## src/rtl/core/assert_macros.svh

```systemverilog
// Assertion macros shared by the decoder RTL.
// Define NO_ASSERTIONS to compile every macro to nothing.
`ifndef ASSERT_MACROS_SVH
`define ASSERT_MACROS_SVH
`ifndef NO_ASSERTIONS
// Clocked property that is switched off while the active-low reset is asserted.
`define ASSERT_CLK(lbl, clk, rst_n, prop, msg) \
  lbl: assert property (@(posedge clk) disable iff (!rst_n) prop) else $error(msg);
// Clocked property that must also hold during reset.
`define ASSERT_ALWAYS(lbl, clk, prop, msg) \
  lbl: assert property (@(posedge clk) prop) else $error(msg);
`else
`define ASSERT_CLK(lbl, clk, rst_n, prop, msg)
`define ASSERT_ALWAYS(lbl, clk, prop, msg)
`endif
`endif

```

## src/rtl/core/bmpd_pkg.sv

```systemverilog
// Shared types and constants of the BMP pixel stream decoder.
// No dependencies; used by the parser, the palette memory and the top level.
package bmpd_pkg;

  localparam logic [15:0] SIGNATURE    = 16'h4D42;
  localparam logic [31:0] HEADER_BYTES = 32'd54;
  // The palette of an 8-bit file occupies 1024 bytes after the info header.
  localparam logic [31:0] PALETTE_END  = 32'd1078;

  typedef enum logic [1:0] {
    KIND_PIXEL       = 2'd0,
    KIND_HEADER_OK   = 2'd1,
    KIND_BAD_HEADER  = 2'd2,
    KIND_UNSUPPORTED = 2'd3
  } kind_e;

  typedef struct packed {
    kind_e       kind;
    logic [11:0] column;
    logic [11:0] row;
    logic [7:0]  red;
    logic [7:0]  green;
    logic [7:0]  blue;
    logic [12:0] image_width;
    logic [12:0] image_height;
    logic        last_pixel;
  } res_t;

  typedef struct packed {
    logic       en;
    logic [7:0] addr;
    logic [1:0] lane;
    logic [7:0] data;
  } pal_wr_t;

endpackage

```

## src/rtl/core/bmpd_parser.sv

```systemverilog
// Byte parser: header fields, pixel-offset skip, palette capture and pixel walk.
// Depends on bmpd_pkg; drives the palette memory write and read address.
module bmpd_parser #(
  parameter int MAX_WIDTH  = 4096,
  parameter int MAX_HEIGHT = 4096
) (
  input  logic              clk_i,
  input  logic              rst_ni,
  input  logic              accept_i,
  input  logic [7:0]        byte_i,
  input  logic              eof_i,
  output bmpd_pkg::res_t    res_o,
  output logic              res_valid_o,
  output logic              res_pal_o,
  output bmpd_pkg::pal_wr_t pal_wr_o,
  output logic [7:0]        pal_rd_addr_o
);
  import bmpd_pkg::*;

  localparam int WD_W  = $clog2(MAX_WIDTH + 1);
  localparam int HT_W  = $clog2(MAX_HEIGHT + 1);
  localparam int LEN_W = $clog2(4 * MAX_WIDTH + 4);
  localparam logic [31:0]     MAX_W32 = 32'(MAX_WIDTH);
  localparam logic [31:0]     MAX_H32 = 32'(MAX_HEIGHT);
  localparam logic [WD_W-1:0] MAX_WD  = WD_W'(MAX_WIDTH);
  localparam logic [HT_W-1:0] MAX_HT  = HT_W'(MAX_HEIGHT);

  typedef enum logic [1:0] {PH_HEADER, PH_GAP, PH_PIXELS, PH_DONE} phase_e;
  typedef enum logic [1:0] {DEP_8, DEP_24, DEP_32} depth_e;

  phase_e            phase_q, phase_d;
  depth_e            dep_q, dep_d, dep_new;
  logic [31:0]       bp_q, bp_d, off_q, off_d;
  logic [31:0]       raw_w_q, raw_w_d, raw_h_q, raw_h_d;
  logic [15:0]       sig_q, sig_d, raw_d_q, raw_d_d;
  logic [WD_W-1:0]   width_q, width_d, col_q, col_d, wsat;
  logic [HT_W-1:0]   height_q, height_d, row_q, row_d, hsat;
  logic [LEN_W-1:0]  data_len_q, data_len_d, line_len_q, line_len_d, rbc_q, rbc_d;
  logic [LEN_W-1:0]  w_ext, data_new, data_p3, line_new;
  logic [1:0]        k_q, k_d, k_last;
  logic [23:0]       asm_q, asm_d, asm_nxt;
  logic              dep_ok, dims_ok, in_data, emit, last, pixel_go;
  logic [5:0]        hp;
  logic [1:0]        lane_off, lane_w, lane_h;
  logic [9:0]        rel;
  logic [LEN_W:0]    rbc_inc;
  logic [WD_W:0]     col_inc;
  logic [HT_W:0]     row_inc;

  assign hp       = bp_q[5:0];
  assign lane_off = 2'(hp - 6'd10);
  assign lane_w   = 2'(hp - 6'd18);
  assign lane_h   = 2'(hp - 6'd22);
  assign rel      = 10'(bp_q[9:0] - 10'd54);

  // Saturated dimensions and row lengths, evaluated on the last info-header byte.
  always_comb begin
    if (raw_w_q[31])            wsat = '0;
    else if (raw_w_q > MAX_W32) wsat = MAX_WD;
    else                        wsat = raw_w_q[WD_W-1:0];
    if (raw_h_q[31])            hsat = '0;
    else if (raw_h_q > MAX_H32) hsat = MAX_HT;
    else                        hsat = raw_h_q[HT_W-1:0];
    dims_ok = !raw_w_q[31] && (raw_w_q <= MAX_W32) && !raw_h_q[31] && (raw_h_q <= MAX_H32);
    unique case (raw_d_q)
      16'd8:   begin dep_new = DEP_8;  dep_ok = 1'b1; end
      16'd24:  begin dep_new = DEP_24; dep_ok = 1'b1; end
      16'd32:  begin dep_new = DEP_32; dep_ok = 1'b1; end
      default: begin dep_new = DEP_8;  dep_ok = 1'b0; end
    endcase
    w_ext = LEN_W'(wsat);
    unique case (dep_new)
      DEP_24:  data_new = (w_ext << 1) + w_ext;
      DEP_32:  data_new = w_ext << 2;
      default: data_new = w_ext;
    endcase
    data_p3  = data_new + LEN_W'(3);
    line_new = (dep_new == DEP_32) ? data_new : {data_p3[LEN_W-1:2], 2'b00};
  end

  // Pixel walk helpers.
  always_comb begin
    unique case (dep_q)
      DEP_24:  k_last = 2'd2;
      DEP_32:  k_last = 2'd3;
      default: k_last = 2'd0;
    endcase
    asm_nxt = asm_q;
    if (k_q == 2'd0)      asm_nxt = {16'h0000, byte_i};
    else if (k_q != 2'd3) asm_nxt[{k_q, 3'b000} +: 8] = byte_i;
    in_data = rbc_q < data_len_q;
    emit    = in_data && (k_q == k_last);
    rbc_inc = {1'b0, rbc_q} + 1'b1;
    col_inc = {1'b0, col_q} + 1'b1;
    row_inc = {1'b0, row_q} + 1'b1;
    last    = (row_inc == {1'b0, height_q}) && (col_inc == {1'b0, width_q});
  end

  always_comb begin
    phase_d = phase_q;   dep_d = dep_q;       bp_d = bp_q;       off_d = off_q;
    raw_w_d = raw_w_q;   raw_h_d = raw_h_q;   sig_d = sig_q;     raw_d_d = raw_d_q;
    width_d = width_q;   height_d = height_q; col_d = col_q;     row_d = row_q;
    data_len_d = data_len_q; line_len_d = line_len_q; rbc_d = rbc_q;
    k_d = k_q;           asm_d = asm_q;
    res_o = '0;          res_valid_o = 1'b0;  res_pal_o = 1'b0;  pal_wr_o = '0;
    pixel_go = 1'b0;
    pal_rd_addr_o = byte_i;
    if (accept_i) begin
      unique case (phase_q)
        PH_HEADER: begin
          if (hp < 6'd2)                      sig_d[{hp[0], 3'b000} +: 8] = byte_i;
          else if (hp >= 6'd10 && hp <= 6'd13) off_d[{lane_off, 3'b000} +: 8] = byte_i;
          else if (hp >= 6'd18 && hp <= 6'd21) raw_w_d[{lane_w, 3'b000} +: 8] = byte_i;
          else if (hp >= 6'd22 && hp <= 6'd25) raw_h_d[{lane_h, 3'b000} +: 8] = byte_i;
          else if (hp == 6'd28 || hp == 6'd29) raw_d_d[{hp[0], 3'b000} +: 8] = byte_i;
          if (hp == 6'd13 && (sig_q != SIGNATURE || off_d < HEADER_BYTES)) begin
            res_valid_o = 1'b1;
            res_o.kind  = KIND_BAD_HEADER;
            phase_d     = PH_DONE;
          end else begin
            if (hp == 6'd53) begin
              width_d    = wsat;
              height_d   = hsat;
              dep_d      = dep_new;
              data_len_d = data_new;
              line_len_d = line_new;
              res_valid_o = 1'b1;
              res_o.kind  = (dep_ok && dims_ok) ? KIND_HEADER_OK : KIND_UNSUPPORTED;
              res_o.image_width  = 13'(wsat);
              res_o.image_height = 13'(hsat);
              if (!(dep_ok && dims_ok) || wsat == '0 || hsat == '0) phase_d = PH_DONE;
              else                                                  phase_d = PH_GAP;
            end
            bp_d = bp_q + 32'd1;
          end
        end
        PH_GAP: begin
          if (bp_q >= off_q) begin
            phase_d  = PH_PIXELS;
            pixel_go = 1'b1;
          end else begin
            // Palette entries are stored blue, green, red; the reserved byte is dropped.
            if (dep_q == DEP_8 && bp_q < PALETTE_END && rel[1:0] != 2'd3) begin
              pal_wr_o.en   = 1'b1;
              pal_wr_o.addr = rel[9:2];
              pal_wr_o.lane = rel[1:0];
              pal_wr_o.data = byte_i;
            end
            bp_d = bp_q + 32'd1;
          end
        end
        PH_PIXELS: pixel_go = 1'b1;
        default: ;
      endcase

      if (pixel_go) begin
        if (in_data) begin
          asm_d = asm_nxt;
          k_d   = (k_q == k_last) ? 2'd0 : k_q + 2'd1;
        end
        if (emit) begin
          res_valid_o      = 1'b1;
          res_pal_o        = (dep_q == DEP_8);
          res_o.kind       = KIND_PIXEL;
          res_o.column     = 12'(col_q);
          res_o.row        = 12'(HT_W'(height_q - row_q - 1'b1));
          res_o.blue       = asm_nxt[7:0];
          res_o.green      = asm_nxt[15:8];
          res_o.red        = asm_nxt[23:16];
          res_o.last_pixel = last;
          col_d            = col_inc[WD_W-1:0];
          if (last) phase_d = PH_DONE;
        end
        if (rbc_inc >= {1'b0, line_len_q}) begin
          rbc_d = '0;
          col_d = '0;
          k_d   = 2'd0;
          row_d = row_inc[HT_W-1:0];
          if (row_inc >= {1'b0, height_q}) phase_d = PH_DONE;
        end else begin
          rbc_d = rbc_inc[LEN_W-1:0];
        end
      end

      if (eof_i) begin
        phase_d = PH_HEADER; dep_d = DEP_8;  bp_d = '0;   off_d = '0;
        raw_w_d = '0;        raw_h_d = '0;   sig_d = '0;  raw_d_d = '0;
        width_d = '0;        height_d = '0;  col_d = '0;  row_d = '0;
        data_len_d = '0;     line_len_d = '0; rbc_d = '0; k_d = 2'd0;
        asm_d = '0;
      end
    end
  end

  always_ff @(posedge clk_i or negedge rst_ni) begin
    if (!rst_ni) begin
      phase_q <= PH_HEADER; dep_q <= DEP_8;  bp_q <= '0;   off_q <= '0;
      raw_w_q <= '0;        raw_h_q <= '0;   sig_q <= '0;  raw_d_q <= '0;
      width_q <= '0;        height_q <= '0;  col_q <= '0;  row_q <= '0;
      data_len_q <= '0;     line_len_q <= '0; rbc_q <= '0; k_q <= 2'd0;
      asm_q <= '0;
    end else begin
      phase_q <= phase_d;   dep_q <= dep_d;     bp_q <= bp_d;   off_q <= off_d;
      raw_w_q <= raw_w_d;   raw_h_q <= raw_h_d; sig_q <= sig_d; raw_d_q <= raw_d_d;
      width_q <= width_d;   height_q <= height_d; col_q <= col_d; row_q <= row_d;
      data_len_q <= data_len_d; line_len_q <= line_len_d; rbc_q <= rbc_d; k_q <= k_d;
      asm_q <= asm_d;
    end
  end

endmodule
```

## config.mk

```make
export PLATFORM = sky130hd
export DESIGN_NAME = bmpd_parser
export DESIGN_NICKNAME = d
export VERILOG_FILES = /design/src/rtl/core/assert_macros.svh /design/src/rtl/core/bmpd_pkg.sv /design/src/rtl/core/bmpd_parser.sv
export SDC_FILE = /design/constraint.sdc
export NUM_CORES = 1
export LEC_CHECK = 0
export ABC_AREA = 1
export BUFFER_PORTS_ARGS = -buffer_cell sky130_fd_sc_hd__buf_2
export CAP_MARGIN = 25
export CORE_UTILIZATION = 45
export CTS_BUF_LIST = sky130_fd_sc_hd__clkbuf_8
export CTS_CLUSTER_SIZE = 20
export DETAILED_ROUTE_END_ITERATION = 12
export HOLD_SLACK_MARGIN = 0.12
export SKIP_CTS_REPAIR_TIMING = 1
export SYNTH_ARGS = -nofsm -noshare
export SYNTH_HDL_FRONTEND = slang
export SYNTH_SLANG_ARGS = --single-unit
```

## constraint.sdc

```tcl
create_clock -name clk_i -period 9.9 [get_ports clk_i]
set_input_delay 1.485 -clock clk_i [delete_from_list [all_inputs] [get_ports clk_i]]
set_output_delay 1.485 -clock clk_i [all_outputs]
set_load 0.02 [all_outputs]
```

==> results by group <==
Status
  – Status: completed

Layout
  – Final net count: 2812
  – Final Non-Filler Cells: approximately 3200
  – Ant. Diodes: 0
  – Layout cells sized above 1: under 10%
  – Synth-to-Final Area Change: 11.30%
  – Cell area after layout: between 0.02 and 0.025 mm²

Run
  – Max cap viols: 0

STA
  – Post-layout minimum cycle time: approximately 6.7 ns
  – Worst Setup Slack, final: roughly 3.2 ns
  – Setup_tns: 0 ns
  – Final setup violating endpoints: 0
  – Final period utilization: between 60% and 70%
  – RSZ-0062 raised after global routing: false
  – Final hold vios: 0
  – Slew @ Worst Pin: approximately 1.1 ns
  – Clock Skew: 0.03830 ns
  – Relative slew slack: 28.96%
  – Max-slew violations: 0
  – Fmax achieved: about 150 MHz

Synth
  – FFs w/ async S/R, synth: between 90% and 100%
  – Syn nets: around 2700
  – Post-synthesis mux area share: 0%
  – Avg Inst Size Synth: roughly 7.4 µm²
  – Yosys top cell area share: around 38%
  – Post-synth EDFFs: 0
  – Largest family of logic cells by synthesized area: simple AND/OR/NAND/NOR gates
  – Post-Syn Area: 0.01904 mm²
  – Number of synthesized register bits: 287
  – Most frequent cell after synthesis: nand2_1
  – Synth Area in Compound Gates: 14.60%
  – Distinct cells, synth: 57
  – Cell count after synthesis: around 2600
  – Synthesis Warnings: 0
  – XOR/XNOR share of the synthesized area: 3.404%
  – Seq/Total Area, Yosys: roughly 38%
  – Top_reg_cell synth: dfrtp_1
  – Post-synth top cells: 540 x nand2_1, 358 x inv_1, 305 x nor2_1, 287 x dfrtp_1, 153 x o21ai_0
  – Post-Synth Simple-Gate Area: 26.11%
  – Synth top area cells: dfrtp_1 38%, nand2_1 11%, ha_1 8.3%
  – Area leader, netlist: dfrtp_1
  – Synth Area in Adders: ~8.6%

Floorplan
  – Starting Density: 46.11%
  – Die H: ~210 µm
  – IO Count: around 120
  – Core Region: 0.04129 mm²
  – Die W: about 210 µm
  – Die Footprint: approximately 0.043 mm²
  – Row Count: 74

Power and ir drop
  – Final Power: between 0.003 and 0.004 W
  – Static leakage: 10.18 nW
  – Worst vdd ir: between 0.0001 and 0.00015 V
  – Pwr Density: roughly 150 mW/mm²

Worst setup path
  – R2R Path End: bp_q[2]$_DFFE_PN0P_
  – Critical path launch point type: flip-flop
  – Crit path launch: bp_q[0]$_DFFE_PN0P_
  – R2R depth: 19
  – Critical Path Sink: res_o[76]
  – CP Data Arrival Time: ~5.2 ns
  – Setup crit end kind: primary output
  – Worst reg2reg startpoint: bp_q[0]$_DFFE_PN0P_
  – Largest fanout on the critical path: 22
  – R2r setup slk: ~5 ns
  – WP data required: approximately 8.4 ns
  – WS Path Type: reg2out

Place
  – Cell total after placement: around 3100
  – Number of port buffers: about 120
  – GPL Wtd Cong: between 0.9 and 1
  – HPWL after detailed placement: 43810 µm
  – Pre-CTS setup slack: between 4 and 5 ns
  – Dpl cell area: around 0.020 mm²

Min path
  – Hold crit path type: reg2reg
  – Hold_sp: raw_w_q[27]$_DFFE_PN0P_

CTS
  – Clock slew at reported path FFs: roughly 0.060 ns
  – TritonCTS Buffers: 53
  – CTS tree: yes
  – Clock latency on the worst-skew pair: around 0.66 ns
  – Htree depth: 2
  – CTS sink count: around 290
  – Max clock buf depth: 3
  – Root buffer cell: clkbuf_8

Routing
  – Drt drc: 0
  – WL/cell: approximately 18 µm
  – Initial DRC Count: between 1500 and 2000
  – Final WL: 59350 µm
  – Vias per cell: around 5.5
  – DR vias: ~18000
  – DRT antenna net count: 0
  – Drt pass-1 iters: 6

Global route
  – Number of global-route vias before repair: between 15000 and 20000
  – GRT Resource Usage Total: between 20% and 30%
  – First-pass GRT wire length: around 95000 µm
  – Initial antenna violation count: 0
  – Remaining global-route overflow: 0
  – Largest net degree at the start of global routing: 78
[through the flow]
stage                     util (%)  hold WS [ns]
after detailed placement     48.35        0.4640
after CTS                    51.04        0.4781
final                        51.32        0.4735
after global routing         51.32        0.4909
after global placement       48.34        0.4585
after floorplan                  -        0.4426
[placed cells by master, fill, tap and decap left out, types with 48 or more instances in the layout]
master / count
xor2_1: 57
nand2_1: 540
inv_1: 377
o22ai_1: 81
clkbuf_8: 69
dfrtp_1: 287
a21oi_1: 82
nand3_1: 145
nor3_1: 48
o31ai_1: 65
o21ai_0: 153
buf_2: 116
nor2_1: 305
ha_1: 127
[report_power, final]
part | leakage, nW | switching, W | total [W] | internal [W]
Combinational | 5.56 | 0.000534 | 0.000732 | 0.000198
Clock | 0.646 | 0.000542 | 0.00119 | 0.000651
Sequential | 3.98 | 0.0000530 | 0.00130 | 0.00125
Total | 10.2 | 0.00113 | 0.00322 | 0.00210
[how the worst min path moves through the flow]
stage | end | slack, ns | depth (start not counted)
global route | raw_w_q[30]$_DFFE_PN0P_ | 0.49 | 2
CTS | raw_w_q[27]$_DFFE_PN0P_ | 0.48 | 2
global placement | sig_q[9]$_DFFE_PN0P_ | 0.46 | 2
finish | raw_w_q[27]$_DFFE_PN0P_ | 0.47 | 2
floorplan | raw_w_q[25]$_DFFE_PN0P_ | 0.44 | 2
detailed placement | raw_w_q[30]$_DFFE_PN0P_ | 0.46 | 2
[routing by layer]
| metal | vias up | GRT usage [%] | part of all wire [%] |
|---|---|---|---|
| met5 | - | 0 | 0 |
| met4 | 0 | 8.072 | 2.5 |
| met3 | 95 | 3.964 | 5.9 |
| met2 | 533 | 43.88 | 45 |
| met1 | 8559 | 38.60 | 46 |
| li1 | 8731 | - | - |
[registers in the layout, indices dropped and copies added (netlist names), 16 cells and up]
| register | flops |
|---|---|
| asm_q | 24 |
| bp_q | 32 |
| off_q | 32 |
| raw_d_q | 16 |
| raw_h_q | 32 |
| raw_w_q | 32 |
| sig_q | 16 |
[worst max-delay path, stage by stage, from the launching register on]
cell      delay [ns]
dfrtp_1         0.97
inv_2           0.33
ha_1            0.63
nor2_2          0.11
nand2_1         0.34
clkinv_1        0.37
nand3_1         0.15
nor2_1          0.07
a21oi_1         0.19
nand2_1         0.09
nor2_1          0.11
nand2_1         0.05
nor2_1          0.13
nand3_1         0.16
nand2_1         0.14
nand2_1         0.09
o21ai_0         0.11
nand2_1         0.09
nor2_1          0.21
buf_2           0.22
[cell type report]
class / count / area (µm²)
tap: 532 / 665.6
multi-input combinational: 1823 / 10030
fill: 4056 / 20100
clock buffer: 69 / 949.7
sequential: 287 / 7182
inverter: 371 / 1398
timing repair buffer: 135 / 808.3
clock inverter: 29 / 158.9
[cells by family after synthesis]
group | Yosys count
compound gates | 467
buf+inv | 465
xor+xnor | 74
simple gates | 1153
fa+ha+maj | 129
flops | 287
Note: power is estimated with default switching activity, not from simulation.
